==> src/sv/ssb_pkg.sv <==
// shared types, constants and helpers for the ssb slot position selector
package ssb_pkg;

    localparam int C_SLOT_W      = 17;
    localparam int C_MOD_W       = 11;
    localparam int C_ARFCN_W     = 22;
    localparam int C_CFG_W       = 64;
    localparam int C_CFG_IDX_W   = 3;
    localparam int C_STEPS       = 3;
    localparam int C_MOD_STAGES  = 6;
    localparam int C_WIDE_W      = C_SLOT_W + C_MOD_W;

    typedef enum logic [C_CFG_IDX_W-1:0] {
        REG_PATTERN_CASE   = 3'd0,
        REG_PAIRED         = 3'd1,
        REG_CARRIER_ARFCN  = 3'd2,
        REG_CUTOFF_ABC     = 3'd3,
        REG_CUTOFF_C       = 3'd4,
        REG_BURST_BITMAP   = 3'd5,
        REG_PERIOD_MS      = 3'd6,
        REG_NUMEROLOGY     = 3'd7
    } t_cfg_reg;

    typedef enum logic [1:0] {
        CASE_A = 2'd0,
        CASE_B = 2'd1,
        CASE_C = 2'd2,
        CASE_D = 2'd3
    } t_pattern;

    typedef struct packed {
        logic [1:0]           pattern_case;
        logic                 paired_band;
        logic [C_ARFCN_W-1:0] carrier_arfcn;
        logic [C_ARFCN_W-1:0] cutoff_abc;
        logic [C_ARFCN_W-1:0] cutoff_c_unpaired;
        logic [63:0]          burst_bitmap;
        logic [7:0]           period_ms;
        logic [1:0]           numerology;
    } t_ssb_cfg;

    typedef struct packed {
        logic [1:0] position_count;
        logic [5:0] first_index;
        logic [3:0] first_start;
        logic [3:0] first_stop;
        logic [5:0] second_index;
        logic [3:0] second_start;
        logic [3:0] second_stop;
    } t_ssb_pos;

    // case d slot pairs that carry blocks
    localparam logic [4:0] C_D_PAIRS [16] = '{
        5'd0, 5'd1, 5'd2, 5'd3, 5'd5, 5'd6, 5'd7, 5'd8,
        5'd10, 5'd11, 5'd12, 5'd13, 5'd15, 5'd16, 5'd17, 5'd18
    };

    // returns {hit, position in the pair list}
    function automatic logic [4:0] d_pair_lookup(input logic [4:0] pair);
        logic [4:0] res;
        res = '0;
        for (int k = 0; k < 16; k++) begin
            if (C_D_PAIRS[k] == pair) begin
                res = {1'b1, 4'(k)};
            end
        end
        return res;
    endfunction

endpackage

==> src/sv/ssb_slot_if.sv <==
// slot number input channel
interface ssb_slot_if;
    import ssb_pkg::*;

    logic                valid;
    logic                ready;
    logic [C_SLOT_W-1:0] slot_number;

    modport source (output valid, output slot_number, input ready);
    modport sink   (input valid, input slot_number, output ready);
endinterface

==> src/sv/ssb_pos_if.sv <==
// ssb position result channel
interface ssb_pos_if;
    import ssb_pkg::*;

    logic       valid;
    logic       ready;
    logic [1:0] position_count;
    logic [5:0] first_index;
    logic [3:0] first_start;
    logic [3:0] first_stop;
    logic [5:0] second_index;
    logic [3:0] second_start;
    logic [3:0] second_stop;

    modport source (output valid, output position_count, output first_index,
                    output first_start, output first_stop, output second_index,
                    output second_start, output second_stop, input ready);
    modport sink   (input valid, input position_count, input first_index,
                    input first_start, input first_stop, input second_index,
                    input second_start, input second_stop, output ready);
endinterface

==> src/sv/ssb_mod_stage.sv <==
// one stage of the restoring slot modulo pipeline
module ssb_mod_stage #(
    parameter int K_HI = 2
) (
    input  logic                         i_clk,
    input  logic                         i_rst_n,
    input  logic                         i_valid,
    output logic                         o_ready,
    input  logic [ssb_pkg::C_SLOT_W-1:0] i_rem,
    input  logic [ssb_pkg::C_MOD_W-1:0]  i_modulus,
    output logic                         o_valid,
    input  logic                         i_ready,
    output logic [ssb_pkg::C_SLOT_W-1:0] o_rem
);
    import ssb_pkg::*;

    logic                r_valid;
    logic [C_SLOT_W-1:0] r_rem;
    logic [C_SLOT_W-1:0] n_rem;

    // a zero modulus subtracts nothing, so the slot passes unreduced
    always_comb begin
        logic [C_WIDE_W-1:0] sh;
        n_rem = i_rem;
        for (int j = 0; j < C_STEPS; j++) begin
            sh = C_WIDE_W'(i_modulus) << (K_HI - j);
            if (C_WIDE_W'(n_rem) >= sh) begin
                n_rem = n_rem - sh[C_SLOT_W-1:0];
            end
        end
    end

    assign o_ready = !r_valid || i_ready;

    always_ff @(posedge i_clk) begin
        if (!i_rst_n) begin
            r_valid <= 1'b0;
        end else if (o_ready) begin
            r_valid <= i_valid;
        end
    end

    always_ff @(posedge i_clk) begin
        if (o_ready && i_valid) begin
            r_rem <= n_rem;
        end
    end

    assign o_valid = r_valid;
    assign o_rem   = r_rem;
endmodule

==> src/sv/ssb_decode.sv <==
// candidate position decode and output register
module ssb_decode (
    input  logic                         i_clk,
    input  logic                         i_rst_n,
    input  ssb_pkg::t_ssb_cfg            i_cfg,
    input  logic                         i_valid,
    output logic                         o_ready,
    input  logic [ssb_pkg::C_SLOT_W-1:0] i_slot,
    output logic                         o_valid,
    input  logic                         i_ready,
    output ssb_pkg::t_ssb_pos            o_pos
);
    import ssb_pkg::*;

    logic     r_valid;
    t_ssb_pos r_pos;
    t_ssb_pos n_pos;

    always_comb begin
        logic                 cand_ok;
        logic [5:0]           idx0;
        logic [3:0]           st0;
        logic [3:0]           st1;
        logic [4:0]           hit;
        logic                 odd;
        logic [C_ARFCN_W-1:0] cutoff;
        logic                 b0;
        logic                 b1;
        n_pos   = '0;
        cand_ok = 1'b0;
        idx0    = '0;
        st0     = 4'd2;
        st1     = 4'd8;
        odd     = i_slot[0];
        hit     = d_pair_lookup(i_slot[5:1]);
        cutoff  = i_cfg.cutoff_abc;
        case (t_pattern'(i_cfg.pattern_case))
            CASE_D: begin
                cand_ok = (i_slot < C_SLOT_W'(40)) && hit[4];
                idx0    = {hit[3:0], odd, 1'b0};
                st0     = odd ? 4'd2 : 4'd4;
                st1     = odd ? 4'd6 : 4'd8;
            end
            CASE_A, CASE_B, CASE_C: begin
                if (i_cfg.pattern_case == CASE_C && !i_cfg.paired_band) begin
                    cutoff = i_cfg.cutoff_c_unpaired;
                end
                // low band carriers only use the first two slots
                cand_ok = !(i_cfg.carrier_arfcn <= cutoff && i_slot > C_SLOT_W'(1))
                          && i_slot < C_SLOT_W'(4);
                idx0    = {3'b000, i_slot[1:0], 1'b0};
                if (i_cfg.pattern_case == CASE_B) begin
                    st0 = odd ? 4'd2 : 4'd4;
                    st1 = odd ? 4'd6 : 4'd8;
                end
            end
            default: begin
                cand_ok = 1'b0;
            end
        endcase
        b0 = cand_ok && i_cfg.burst_bitmap[6'd63 - idx0];
        b1 = cand_ok && i_cfg.burst_bitmap[6'd63 - (idx0 | 6'd1)];
        if (b0) begin
            n_pos.first_index = idx0;
            n_pos.first_start = st0;
            n_pos.first_stop  = st0 + 4'd4;
            if (b1) begin
                n_pos.second_index = idx0 | 6'd1;
                n_pos.second_start = st1;
                n_pos.second_stop  = st1 + 4'd4;
            end
        end else if (b1) begin
            n_pos.first_index = idx0 | 6'd1;
            n_pos.first_start = st1;
            n_pos.first_stop  = st1 + 4'd4;
        end
        n_pos.position_count = 2'(b0) + 2'(b1);
    end

    assign o_ready = !r_valid || i_ready;

    always_ff @(posedge i_clk) begin
        if (!i_rst_n) begin
            r_valid <= 1'b0;
        end else if (o_ready) begin
            r_valid <= i_valid;
        end
    end

    always_ff @(posedge i_clk) begin
        if (o_ready && i_valid) begin
            r_pos <= n_pos;
        end
    end

    assign o_valid = r_valid;
    assign o_pos   = r_pos;
endmodule

==> src/sv/ssb_slot_position_selector.sv <==
// ssb slot position selector top level
// throughput: one word per cycle unless backpressured; six modulo stages of three
//   compare-subtract steps each, then one decode stage with output register
// each stage holds its word under backpressure and fills bubbles
// reset: synchronous active low, clears valid bits and loads register defaults
module ssb_slot_position_selector (
    input  logic                            i_clk,
    input  logic                            i_rst_n,
    input  logic                            i_cfg_we,
    input  logic [ssb_pkg::C_CFG_IDX_W-1:0] i_cfg_idx,
    input  logic [ssb_pkg::C_CFG_W-1:0]     i_cfg_data,
    ssb_slot_if.sink                        i_slot,
    ssb_pos_if.source                       o_pos
);
    import ssb_pkg::*;

    t_ssb_cfg            r_cfg;
    logic [C_MOD_W-1:0]  w_modulus;
    logic                w_valid [C_MOD_STAGES+1];
    logic                w_ready [C_MOD_STAGES+1];
    logic [C_SLOT_W-1:0] w_rem   [C_MOD_STAGES+1];
    t_ssb_pos            w_pos;

    always_ff @(posedge i_clk) begin
        if (!i_rst_n) begin
            r_cfg.pattern_case      <= CASE_A;
            r_cfg.paired_band       <= 1'b1;
            r_cfg.carrier_arfcn     <= '0;
            r_cfg.cutoff_abc        <= C_ARFCN_W'(600000);
            r_cfg.cutoff_c_unpaired <= C_ARFCN_W'(376000);
            r_cfg.burst_bitmap      <= {1'b1, 63'b0};
            r_cfg.period_ms         <= 8'd20;
            r_cfg.numerology        <= 2'd0;
        end else if (i_cfg_we) begin
            case (t_cfg_reg'(i_cfg_idx))
                REG_PATTERN_CASE:  r_cfg.pattern_case      <= i_cfg_data[1:0];
                REG_PAIRED:        r_cfg.paired_band       <= i_cfg_data[0];
                REG_CARRIER_ARFCN: r_cfg.carrier_arfcn     <= i_cfg_data[C_ARFCN_W-1:0];
                REG_CUTOFF_ABC:    r_cfg.cutoff_abc        <= i_cfg_data[C_ARFCN_W-1:0];
                REG_CUTOFF_C:      r_cfg.cutoff_c_unpaired <= i_cfg_data[C_ARFCN_W-1:0];
                REG_BURST_BITMAP:  r_cfg.burst_bitmap      <= i_cfg_data;
                REG_PERIOD_MS:     r_cfg.period_ms         <= i_cfg_data[7:0];
                REG_NUMEROLOGY:    r_cfg.numerology        <= i_cfg_data[1:0];
                default: begin
                end
            endcase
        end
    end

    // slots per ssb period
    assign w_modulus = C_MOD_W'(r_cfg.period_ms) << r_cfg.numerology;

    assign w_valid[0]    = i_slot.valid;
    assign w_rem[0]      = i_slot.slot_number;
    assign i_slot.ready  = w_ready[0];

    for (genvar s = 0; s < C_MOD_STAGES; s++) begin : g_mod
        ssb_mod_stage #(
            .K_HI(C_STEPS * C_MOD_STAGES - 1 - C_STEPS * s)
        ) u_stage (
            .i_clk     (i_clk),
            .i_rst_n   (i_rst_n),
            .i_valid   (w_valid[s]),
            .o_ready   (w_ready[s]),
            .i_rem     (w_rem[s]),
            .i_modulus (w_modulus),
            .o_valid   (w_valid[s+1]),
            .i_ready   (w_ready[s+1]),
            .o_rem     (w_rem[s+1])
        );
    end

    ssb_decode u_decode (
        .i_clk   (i_clk),
        .i_rst_n (i_rst_n),
        .i_cfg   (r_cfg),
        .i_valid (w_valid[C_MOD_STAGES]),
        .o_ready (w_ready[C_MOD_STAGES]),
        .i_slot  (w_rem[C_MOD_STAGES]),
        .o_valid (o_pos.valid),
        .i_ready (o_pos.ready),
        .o_pos   (w_pos)
    );

    assign o_pos.position_count = w_pos.position_count;
    assign o_pos.first_index    = w_pos.first_index;
    assign o_pos.first_start    = w_pos.first_start;
    assign o_pos.first_stop     = w_pos.first_stop;
    assign o_pos.second_index   = w_pos.second_index;
    assign o_pos.second_start   = w_pos.second_start;
    assign o_pos.second_stop    = w_pos.second_stop;

`ifndef SYNTHESIS
    // a reset cycle leaves no result word behind
    a_reset_clears: assert property (@(posedge i_clk)
        !i_rst_n |=> !o_pos.valid)
        else $error("result valid right after reset");

    // an input word can only enter if the first stage has room
    a_in_room: assert property (@(posedge i_clk) disable iff (!i_rst_n)
        (i_slot.ready && !w_ready[1]) |-> !w_valid[1])
        else $error("first stage accepts while full and blocked");

    // an unfilled second position reads as zero
    a_empty_zero: assert property (@(posedge i_clk) disable iff (!i_rst_n)
        (o_pos.valid && o_pos.position_count != 2'd2) |->
        (o_pos.second_index == 6'd0 && o_pos.second_start == 4'd0
         && o_pos.second_stop == 4'd0))
        else $error("second position filled without a second block");

    // with both positions filled, each spans four symbols in rising index order
    a_span: assert property (@(posedge i_clk) disable iff (!i_rst_n)
        (o_pos.valid && o_pos.position_count == 2'd2) |->
        (o_pos.first_stop == o_pos.first_start + 4'd4
         && o_pos.second_stop == o_pos.second_start + 4'd4
         && o_pos.second_index == o_pos.first_index + 6'd1))
        else $error("position pair malformed");
`endif
endmodule

==> src/flat_wrapper.sv <==
// flat-port wrapper written by rule: the top's interface ports become plain ports
module ssb_slot_position_selector_flat import ssb_pkg::*;
  (i_clk, i_rst_n, i_cfg_we, i_cfg_idx, i_cfg_data, i_slot_valid, i_slot_slot_number, i_slot_ready, o_pos_valid, o_pos_position_count, o_pos_first_index, o_pos_first_start, o_pos_first_stop, o_pos_second_index, o_pos_second_start, o_pos_second_stop, o_pos_ready);
  ssb_slot_if i_slot_i ();
  ssb_pos_if o_pos_i ();
  input  logic i_clk;
  input  logic i_rst_n;
  input  logic i_cfg_we;
  input  logic [ssb_pkg::C_CFG_IDX_W-1:0] i_cfg_idx;
  input  logic [ssb_pkg::C_CFG_W-1:0] i_cfg_data;
  input wire logic [$bits(i_slot_i.valid)-1:0] i_slot_valid;
  input wire logic [$bits(i_slot_i.slot_number)-1:0] i_slot_slot_number;
  output wire logic [$bits(i_slot_i.ready)-1:0] i_slot_ready;
  output wire logic [$bits(o_pos_i.valid)-1:0] o_pos_valid;
  output wire logic [$bits(o_pos_i.position_count)-1:0] o_pos_position_count;
  output wire logic [$bits(o_pos_i.first_index)-1:0] o_pos_first_index;
  output wire logic [$bits(o_pos_i.first_start)-1:0] o_pos_first_start;
  output wire logic [$bits(o_pos_i.first_stop)-1:0] o_pos_first_stop;
  output wire logic [$bits(o_pos_i.second_index)-1:0] o_pos_second_index;
  output wire logic [$bits(o_pos_i.second_start)-1:0] o_pos_second_start;
  output wire logic [$bits(o_pos_i.second_stop)-1:0] o_pos_second_stop;
  input wire logic [$bits(o_pos_i.ready)-1:0] o_pos_ready;
  assign i_slot_i.valid = i_slot_valid;
  assign i_slot_i.slot_number = i_slot_slot_number;
  assign i_slot_ready = i_slot_i.ready;
  assign o_pos_valid = o_pos_i.valid;
  assign o_pos_position_count = o_pos_i.position_count;
  assign o_pos_first_index = o_pos_i.first_index;
  assign o_pos_first_start = o_pos_i.first_start;
  assign o_pos_first_stop = o_pos_i.first_stop;
  assign o_pos_second_index = o_pos_i.second_index;
  assign o_pos_second_start = o_pos_i.second_start;
  assign o_pos_second_stop = o_pos_i.second_stop;
  assign o_pos_i.ready = o_pos_ready;
  ssb_slot_position_selector u_core (.i_clk(i_clk), .i_rst_n(i_rst_n), .i_cfg_we(i_cfg_we), .i_cfg_idx(i_cfg_idx), .i_cfg_data(i_cfg_data), .i_slot(i_slot_i), .o_pos(o_pos_i));
endmodule
==> config.mk <==
export PLATFORM = sky130hd
export DESIGN_NAME = ssb_slot_position_selector_flat
export DESIGN_NICKNAME = d
export VERILOG_FILES = /design/src/sv/ssb_pkg.sv /design/src/sv/ssb_slot_if.sv /design/src/sv/ssb_pos_if.sv /design/src/sv/ssb_mod_stage.sv /design/src/sv/ssb_decode.sv /design/src/sv/ssb_slot_position_selector.sv /design/src/flat_wrapper.sv
export SDC_FILE = /design/constraint.sdc
export NUM_CORES = 1
export LEC_CHECK = 0
export BUFFER_PORTS_ARGS = -buffer_cell sky130_fd_sc_hd__buf_2
export CORE_MARGIN = 1
export CORE_UTILIZATION = 45
export DETAILED_ROUTE_END_ITERATION = 7
export PLACE_DENSITY = 0.67
export RECOVER_POWER = 25
export SLEW_MARGIN = 20
export SYNTH_ARGS = -nofsm -noshare
export SYNTH_HDL_FRONTEND = slang
export SYNTH_SLANG_ARGS = --single-unit
==> constraint.sdc <==
create_clock -name i_clk -period 27.9 [get_ports i_clk]
set_input_delay 4.185 -clock i_clk [delete_from_list [all_inputs] [get_ports i_clk]]
set_output_delay 4.185 -clock i_clk [all_outputs]
set_load 0.005 [all_outputs]
==> results.json, run 1 <==
{
  "io_pins": 121,
  "synth_xor_area_share_pct": 3.773,
  "ys.warnings.count": 0,
  "yosysUniqueCellTypes": 81,
  "cts_tree": "done",
  "grt_max_degree": 89,
  "clk_latency_ns": 0.58,
  "slowest_delay_ns": 0.75,
  "cts_sinks": 275,
  "worst_path_most_repeated_cell": "o21ai_0",
  "wirelength_um": 46960,
  "comb_power_share_pct": 52.9,
  "sequentialPowerShare_pct": 26.3,
  "critPathTopFamily": "compound AO/OA/AOI/OAI gates",
  "routedWlPerCell_um": 17.06,
  "yosysMostFrequentCell": "nand2_1",
  "via_per_inst": 5.582,
  "finalMaxSlewViolations": 23,
  "holdWs_ns": 0.4406,
  "synth-compound-area-share_pct": 17.77,
  "cp-start-kind": "flip-flop",
  "rows": 74,
  "internal_power_uw": 1165,
  "drive_above_1_share_pct": 12.02,
  "clockRootBuffer": "clkbuf_16",
  "layout_setup_ws_ns": 17.76,
  "cts_hold_buf": 0,
  "synth_area_per_cell_um2": 8.936,
  "die_x_um": 206.4,
  "final-setup-viol-count": 0,
  "cpMaxStageDelayCell": "a21oi_1",
  "drc": 13,
  "syn-cell-area_um2": 18800,
  "post_cts_resized": 0,
  "yosysTopAreaCellShare_pct": 19.96,
  "max_cap_violations": 1,
  "dr.first_iter.drc_count": 1102,
  "start_util_pct": 45.84,
  "hpwl_um": 34490,
  "tightest_slew_ns": 1.841,
  "ys_top_cells_by_area": "edfxtp_1 20%, dfxtp_1 16%, ha_1 10%",
  "synth_common_cells": "393 x nand2_1, 155 x ha_1, 150 x dfxtp_1",
  "finalCritPeriodShare_pct": 36.34,
  "nNetsFinal": 2456,
  "slew_headroom_pct": -22.71,
  "hp-class": "reg2reg",
  "critPathKind": "reg2reg",
  "io_buffers": 116,
  "first_pass_iters": 7,
  "synth-main-ff-cell": "dfxtp_1",
  "finalCriticalPeriod_ns": 10.14,
  "synthMuxAreaShare_pct": 8.332,
  "power_switching_uw": 729.4,
  "outcome": "finished with violations",
  "gp_congestion": 0.9144,
  "grt_util_all_layers_pct": 21.74,
  "grt_antenna_before_repair": 0,
  "rrSetupSlack_ns": 17.76,
  "grt_first_pass_wirelength_um": 74700,
  "cts_setup_buffers": 0,
  "p_sw_share_pct": 38.50,
  "hold_start": "u_core.g_mod[3].u_stage.o_rem[0]",
  "rr_worst_depth": 37,
  "min_to": "u_core.g_mod[4].u_stage.o_rem[0]",
  "grt_pass1_vias": 14933,
  "yosysTopAreaCell": "edfxtp_1",
  "die_h_um": 206.4,
  "synth_top_family_by_area": "simple AND/OR/NAND/NOR gates",
  "violations": "design-rule violations, max-capacitance violations, max-slew violations",
  "diodes": 0,
  "utilization_pct": 51.01,
  "vias": 15368,
  "hold_violations": 0,
  "stdcell_area_um2": 20920,
  "overflow": 0,
  "syn_inst": 2104,
  "max_freq_ghz": 0.09863,
  "synth_edf_count": 125,
  "area_growth_syn_to_layout_pct": 11.28,
  "hold_depth": 0,
  "reg2reg_from": "u_core.r_cfg[0]",
  "cts_buffers": 31,
  "finalClockSkew_ns": 0.02322,
  "path_buf_inv": 2,
  "async_flop_share_pct": 0,
  "place_area_um2": 19970,
  "core_um2": 41020,
  "die-area_um2": 42600,
  "synth-simple-area-share_pct": 18.45,
  "clockBufferDepth": 3,
  "r2r_end": "u_core.g_mod[3].u_stage.o_rem[16]",
  "crit_path_end_kind": "flip-flop",
  "cts_htree_levels": 1,
  "ant_nets": 0,
  "clk_pin_slew_ns": 0.06,
  "synth-seq-cells": 275,
  "yosys.area_share.adder_pct": 11.91,
  "fillers": 3778,
  "rsz0062_at_grt": "no",
  "tns_ns": 0,
  "clkPwrFrac_pct": 20.8,
  "ir_worst_vdd_uv": 84.44,
  "power_density_nw_per_um2": 90.54,
  "cp.required_ns": 28.22,
  "crit_fanout": 12,
  "yosysSeqAreaShare_pct": 35.94,
  "pre_cts_slack_ns": 18.02,
  "critPathArrivalTime_ns": 10.46,
  "leakagePower_uw": 0.008069
}
[cells by family after synthesis]
family,Yosys count
other,1
buffers and inverters,176
muxes,128
xor gates and xnor gates,81
AOI/OAI and AO/OA,513
DFF,275
adders and majority gates,170
and+or+nand+nor,760
[sequential cells by signal, indices dropped and copies added, names as in the netlist]
register                      flops
u_core.u_decode.o_pos            23
u_core.u_decode.o_valid           1
u_core.r_cfg                    143
u_core.g_mod.u_stage.o_valid      6
u_core.g_mod.u_stage.o_rem      102
[cell usage in the layout (no fill, tap or decap), drive strengths merged, types with 6 or more instances in the layout]
| master | instances |
|---|---|
| nand2 | 394 |
| ha | 155 |
| dfxtp | 150 |
| a21boi | 135 |
| a21oi | 131 |
| buf | 129 |
| edfxtp | 125 |
| nor2 | 119 |
| o21ai | 101 |
| inv | 90 |
| clkbuf | 60 |
| mux2i | 56 |
| mux2 | 56 |
| xnor2 | 55 |
| a21o | 43 |
| nor2b | 42 |
| nand3 | 41 |
| nor3 | 30 |
| nand4 | 29 |
| xor2 | 26 |
| nand2b | 25 |
| nor4 | 20 |
| mux4 | 16 |
| o21a | 15 |
| fa | 15 |
| o211ai | 12 |
| and3 | 12 |
| a211oi | 11 |
| o21bai | 11 |
| and2 | 11 |
| o31ai | 11 |
| a31oi | 10 |
| or3 | 10 |
| clkinv | 9 |
| and4 | 6 |
| nor3b | 6 |
[stage by stage]
stage	total power (uW)	cells
2_1_floorplan	1300	2107
3_3_place_gp	1460	2694
3_5_place_dp	1496	2696
4_1_cts	1896	2753
5_1_grt	2040	2753
6_report	1894	2753
[worst max path at each step]
stage,startpoint,to,slack [ns],cells after the start
floorplan,u_core.r_cfg[0],u_core.g_mod[3].u_stage.o_rem[10],18.64,40
global placement,o_pos_ready,i_slot_ready,18.01,7
detailed placement,o_pos_ready,i_slot_ready,18.02,7
CTS,u_core.r_cfg[0],u_core.g_mod[3].u_stage.o_rem[16],17.90,39
global route,u_core.r_cfg[0],u_core.g_mod[3].u_stage.o_rem[16],16.70,39
finish,u_core.r_cfg[0],u_core.g_mod[3].u_stage.o_rem[16],17.76,37
[final cells by class]
| type | count | area (um^2) | share of cell area [%] |
|---|---|---|---|
| Sequential cell | 275 | 6756 | 32.29 |
| Tap cell | 532 | 665.6 | 3.181 |
| Clock buffer | 44 | 874.6 | 4.180 |
| Inverter | 88 | 330.3 | 1.579 |
| Timing Repair Buffer | 145 | 813.3 | 3.887 |
| Clock inverter | 13 | 108.9 | 0.5203 |
| Multi-Input combinational cell | 1656 | 11370 | 54.36 |
[power by group through the flow]
stage	Sequential [uW]	Combinational, uW	Clock [uW]
finish	499	1000	394
global route	500	1120	418
CTS	499	997	400
detailed placement	507	989	0
global placement	507	953	0
floorplan	501	798	0
[metal layers]
layer | track usage (%) | wire [um] | share of wire [%]
met1 | 28.00 | 21070 | 45
met2 | 37.80 | 22820 | 49
met3 | 2.807 | 1997 | 4.3
met4 | 6.197 | 1072 | 2.3
met5 | 0 | 0 | 0
Power figures use the tool's default switching activity.
==> run 2: changes to the inputs <==
--- a/config.mk
+++ b/config.mk
@@ -9,7 +9,7 @@
 export CORE_MARGIN = 1
 export CORE_UTILIZATION = 45
 export DETAILED_ROUTE_END_ITERATION = 7
-export PLACE_DENSITY = 0.67
+export PLACE_DENSITY = 0.69
 export RECOVER_POWER = 25
 export SLEW_MARGIN = 20
 export SYNTH_ARGS = -nofsm -noshare
==> constraint.sdc (replaced) <==
create_clock -name i_clk -period 8.3 [get_ports i_clk]
set_input_delay 1.245 -clock i_clk [delete_from_list [all_inputs] [get_ports i_clk]]
set_output_delay 1.245 -clock i_clk [all_outputs]
set_load 0.005 [all_outputs]
==> run 2 against run 1 <==
Net effect:
- combinational power rose to 3.5 times the previous value
- clock skew fell by 0.0078 ns
- highest routed layer unchanged
- cell area rose by 1.1%
- the run still ends with design-rule violations, max-capacitance violations, max-slew violations left
- non-clock buffer count rose by 20
==> results.json, run 2 (same netlist as run 1, synthesis figures left out) <==
{
  "hold_violations": 0,
  "cts_tree": "done",
  "vias": 15588,
  "start_util_pct": 45.84,
  "gp_congestion": 0.8781,
  "io_buffers": 116,
  "cts_buffers": 30,
  "cpMaxStageDelayCell": "or4b_4",
  "largest_reg_flops": 143,
  "die_x_um": 206.4,
  "comb_power_share_pct": 54.0,
  "violations": "design-rule violations, max-capacitance violations, max-slew violations",
  "slowest_delay_ns": 0.57,
  "via_per_inst": 5.623,
  "crit_fanout": 9,
  "top_register": "u_core.r_cfg",
  "internal_power_uw": 3954,
  "fillers": 3741,
  "cts_hold_buf": 0,
  "layout_common_cells": "392 x nand2_1, 152 x ha_1, 148 x dfxtp_1",
  "routedWlPerCell_um": 17.01,
  "ir_worst_vdd_uv": 488.0,
  "diodes": 0,
  "ant_nets": 0,
  "first_pass_iters": 7,
  "stdcell_area_um2": 21160,
  "drc": 13,
  "grt_max_degree": 131,
  "cts_htree_levels": 1,
  "final-setup-viol-count": 0,
  "worst_path_most_repeated_cell": "o21ai_1",
  "power_switching_uw": 2465,
  "die_h_um": 206.4,
  "leakagePower_uw": 0.008150,
  "clkPwrFrac_pct": 19.9,
  "place_area_um2": 20100,
  "overflow": 0,
  "clockRootBuffer": "clkbuf_16",
  "finalMaxSlewViolations": 155,
  "rsz0062_at_grt": "yes",
  "critPathArrivalTime_ns": 8.27,
  "cp-start-kind": "flip-flop",
  "clk_latency_ns": 0.58,
  "outcome": "finished with violations",
  "finalClockSkew_ns": 0.01540,
  "area_growth_syn_to_layout_pct": 12.53,
  "hpwl_um": 35020,
  "finalCriticalPeriod_ns": 7.939,
  "rrSetupSlack_ns": 0.36,
  "layout_commonest_cell": "nand2_1",
  "clk_pin_slew_ns": 0.06,
  "grt_first_pass_wirelength_um": 74410,
  "clockBufferDepth": 3,
  "max_freq_ghz": 0.1260,
  "grt_antenna_before_repair": 0,
  "cp.required_ns": 8.63,
  "tightest_slew_ns": 4.600,
  "hp-class": "reg2reg",
  "crit_path_end_kind": "flip-flop",
  "rows": 74,
  "tns_ns": 0,
  "grt_util_all_layers_pct": 21.67,
  "power_density_nw_per_um2": 303.4,
  "max_cap_violations": 2,
  "io_pins": 121,
  "wirelength_um": 47160,
  "nNetsFinal": 2476,
  "finalCritPeriodShare_pct": 95.65,
  "p_sw_share_pct": 38.40,
  "dr.first_iter.drc_count": 871,
  "grt_pass1_vias": 14685,
  "slew_headroom_pct": -206.7,
  "die-area_um2": 42600,
  "core_um2": 41020,
  "sequentialPowerShare_pct": 26.1,
  "cts_sinks": 275,
  "critPathKind": "reg2reg",
  "drive_above_1_share_pct": 13.93
}
==> run 2: changes by cell type in the layout (fill, tap and decap cells not counted), moves of 7 or more <==
cell	previous run	this run
a21oi_1	130	121
a21oi_2	1	10
buf_4	25	45
clkbuf_1	24	31
o21ai_0	90	79
o21ai_1	11	22
==> run 2: cell type report <==
| cell class | count | area [um^2] | area share [%] |
|---|---|---|---|
| multi-input cells | 1657 | 11520 | 54.46 |
| repair buffers | 165 | 927.1 | 4.382 |
| well taps | 532 | 665.6 | 3.146 |
| clock inverters | 10 | 87.58 | 0.4140 |
| clock buffers | 45 | 859.6 | 4.063 |
| inverters | 88 | 334.1 | 1.579 |
| flip-flops and latches | 275 | 6761 | 31.96 |
==> run 2: final timing paths <==
check,to,from,depth (start not counted)
worst min register to register,u_core.g_mod[2].u_stage.o_rem[4],u_core.g_mod[1].u_stage.o_rem[4],0
worst max-delay path,u_core.g_mod[5].u_stage.o_rem[16],u_core.r_cfg[0],34
worst min-delay path,u_core.g_mod[2].u_stage.o_rem[4],u_core.g_mod[1].u_stage.o_rem[4],0
worst max register to register,u_core.g_mod[5].u_stage.o_rem[16],u_core.r_cfg[0],34
==> run 2: power by group through the flow <==
stage          registers (uW)  logic [uW]  clock network (uW)
2_1_floorplan            1690        2710                   0
3_3_place_gp             1700        3260                   0
3_5_place_dp             1700        3330                   0
4_1_cts                  1670        3380                1310
5_1_grt                  1680        3870                1360
6_report                 1680        3460                1280
==> run 2: critical path, delay by kind of cell (launching register included) <==
family          cells  cell delay (ns)
xor+xnor            1             0.15
buf+inv             2             0.33
mux                 2             0.46
compound gates     10             1.83
fa+ha+maj           3             1.08
simple gates       16             3.42
flops               1             0.41
==> run 2: routing by layer <==
metal | GRT usage [%] | wire length [um] | up-vias
met4 | 4.911 | 1007 | 0
li1 | - | - | 7748
met2 | 37.28 | 22800 | 384
met3 | 3.595 | 2500 | 77
met1 | 28.22 | 20850 | 7379
met5 | 0 | 0 | -
==> run 2: stage by stage <==
step	hold WS, ns	setup WS [ns]	std cells	utilization [%]	power [uW]
6_report	0.4444	0.3614	2772	51.58	6418
5_1_grt	0.4531	-0.1172	2772	51.58	6916
3_3_place_gp	0.4338	0.05844	2710	49.00	4962
4_1_cts	0.4437	0.007071	2767	51.36	6361
2_1_floorplan	0.4174	0.002855	2107	-	4392
3_5_place_dp	0.4278	-0.2846	2710	49.00	5031
==> run 2: timing repair <==
item,4_1_cts,5_1_grt
hold endpoints to repair,0,0
buffers inserted,2,4
resized for setup,3,35
cloned,0,1
pin swaps,1,2
endpoints found under the setup margin,15,47
==> run 3: changes to the inputs <==
--- a/config.mk
+++ b/config.mk
@@ -5,7 +5,7 @@
 export SDC_FILE = /design/constraint.sdc
 export NUM_CORES = 1
 export LEC_CHECK = 0
-export BUFFER_PORTS_ARGS = -buffer_cell sky130_fd_sc_hd__buf_2
+export BUFFER_PORTS_ARGS = -buffer_cell sky130_fd_sc_hd__buf_4
 export CORE_MARGIN = 1
 export CORE_UTILIZATION = 45
 export DETAILED_ROUTE_END_ITERATION = 7
==> run 3 against run 2 <==
Net effect:
- the flow still finishes with violations (design-rule violations, max-capacitance violations, max-slew violations)
- clock skew up 0.0017 ns
- sequential share of layout area fell by 0.57 points
- die area unchanged
- wire length grew 2.8%
- worst setup slack got worse by 0.017 ns
==> results.json, run 3 (same netlist as run 1, synthesis figures left out) <==
{
  "clockBufferDepth": 3,
  "ant_nets": 0,
  "final_cells": 2773,
  "first_pass_iters": 8,
  "final-setup-viol-count": 0,
  "multi_input_area_um2": 11560,
  "io_buffers": 116,
  "hp-class": "reg2reg",
  "pre_cts_slack_ns": -0.3886,
  "holdWs_ns": 0.4432,
  "vias": 15641,
  "start_util_pct": 45.84,
  "violations": "design-rule violations, max-capacitance violations, max-slew violations",
  "clk_latency_ns": 0.58,
  "clockRootBuffer": "clkbuf_16",
  "hold_violations": 0,
  "layout_commonest_cell": "nand2_1",
  "final-seq-area_um2": 6764,
  "drc": 14,
  "max_freq_ghz": 0.1257,
  "die_h_um": 206.4,
  "layout_common_cells": "392 x nand2_1, 151 x ha_1, 148 x dfxtp_1",
  "drive_above_1_share_pct": 14.50,
  "ir_worst_vdd_uv": 595.9,
  "outcome": "finished with violations",
  "via_per_inst": 5.640,
  "grt_pass1_vias": 14888,
  "finalClockSkew_ns": 0.01709,
  "core_um2": 41020,
  "power_density_nw_per_um2": 305.9,
  "critPathArrivalTime_ns": 8.27,
  "diodes": 0,
  "cts_htree_levels": 1,
  "crit_path_end_kind": "flip-flop",
  "largest_reg_flops": 143,
  "max_cap_violations": 3,
  "grt_util_all_layers_pct": 22.01,
  "wirelength_um": 48480,
  "area_growth_syn_to_layout_pct": 14.62,
  "finalMaxSlewViolations": 155,
  "layout_setup_ws_ns": 0.3446,
  "slowest_delay_ns": 0.54,
  "tns_ns": 0,
  "dr.first_iter.drc_count": 1057,
  "io_pins": 121,
  "routedWlPerCell_um": 17.48,
  "slew_headroom_pct": -90.84,
  "leakagePower_uw": 0.008324,
  "place_inst": 2708,
  "tightest_slew_ns": 2.863,
  "top_register": "u_core.r_cfg",
  "finalCritPeriodShare_pct": 95.85,
  "cts_buffers": 29,
  "cp.required_ns": 8.62,
  "cts_tree": "done",
  "cpMaxStageDelayCell": "or4b_4",
  "die-area_um2": 42600,
  "critPathKind": "reg2reg",
  "gp_congestion": 0.9131,
  "rows": 74,
  "crit_fanout": 13,
  "grt_antenna_before_repair": 1,
  "die_x_um": 206.4,
  "utilization_pct": 52.54,
  "overflow": 0,
  "finalCriticalPeriod_ns": 7.955,
  "clk_pin_slew_ns": 0.07,
  "grt_max_degree": 129,
  "hpwl_um": 35570,
  "fillers": 3741,
  "cp-start-kind": "flip-flop",
  "grt_first_pass_wirelength_um": 75580,
  "nNetsFinal": 2477,
  "cts_sinks": 275
}
run 3: cell count changes in the layout (fill, tap and decap cells not counted), moves of 3 or more:
| cell | previous run | this run |
|---|---|---|
| clkbuf_8 | 1 | 8 |
| clkbuf_4 | 0 | 5 |
| o21ai_1 | 22 | 19 |
| clkbuf_1 | 31 | 20 |
| o21ai_2 | 0 | 5 |
| buf_4 | 45 | 141 |
| clkinv_1 | 0 | 3 |
| buf_2 | 99 | 0 |
run 3: power breakdown:
group | switching (uW) | internal (uW)
Clock | 560 | 797
Sequential | 45.0 | 1630
Combinational | 1950 | 1610
run 3: worst paths after layout:
path	startpoint	endpoint	slack, ns	cells after the start
max	u_core.r_cfg[0]	u_core.g_mod[5].u_stage.o_rem[1]	0.34	30
min	u_core.g_mod[0].u_stage.o_rem[2]	u_core.g_mod[1].u_stage.o_rem[2]	0.44	0
max reg2reg	u_core.r_cfg[0]	u_core.g_mod[5].u_stage.o_rem[1]	0.34	30
min reg2reg	u_core.g_mod[0].u_stage.o_rem[2]	u_core.g_mod[1].u_stage.o_rem[2]	0.44	0
run 3: per-layer routing:
metal,vias up,part of all wire [%],global-route usage [%]
met5,-,0,0
met4,0,2.5,5.830
met3,69,4.3,2.349
met2,388,48,37.69
met1,7438,45,29.31
li1,7746,-,-
run 3: through the flow:
step	cell area [um^2]	power [uW]
floorplan	18900	4392
global placement	20370	4964
detailed placement	20380	5071
CTS	21400	6454
global route	21550	7051
finish	21550	6591
run 3: worst max-delay path: cells and delay by family (launching register included):
kind	cells	cell delay (ns)
AND/OR/NAND/NOR	13	2.96
multiplexers	4	1.07
buffers and inverters	3	0.56
flip-flops	1	0.45
AO/OA/AOI/OAI	7	1.61
adder cells (fa/ha/maj)	3	1.03
run 3: what timing repair did:
action / in CTS / in global routing
cloned: 0 / 2
hold buffers: 0 / 0
endpoints found under the setup margin: 25 / 45
pin swaps: 0 / 3
buffers inserted: 1 / 7
gates resized for setup: 4 / 45
run 3: cell type report:
class | instances | share of cell area (%)
Clock buffer | 42 | 4.064
Clock inverter | 12 | 0.5980
Inverter | 88 | 1.550
Multi-Input combinational cell | 1658 | 53.66
Sequential cell | 275 | 31.39
Tap cell | 532 | 3.089
Timing Repair Buffer | 166 | 5.655
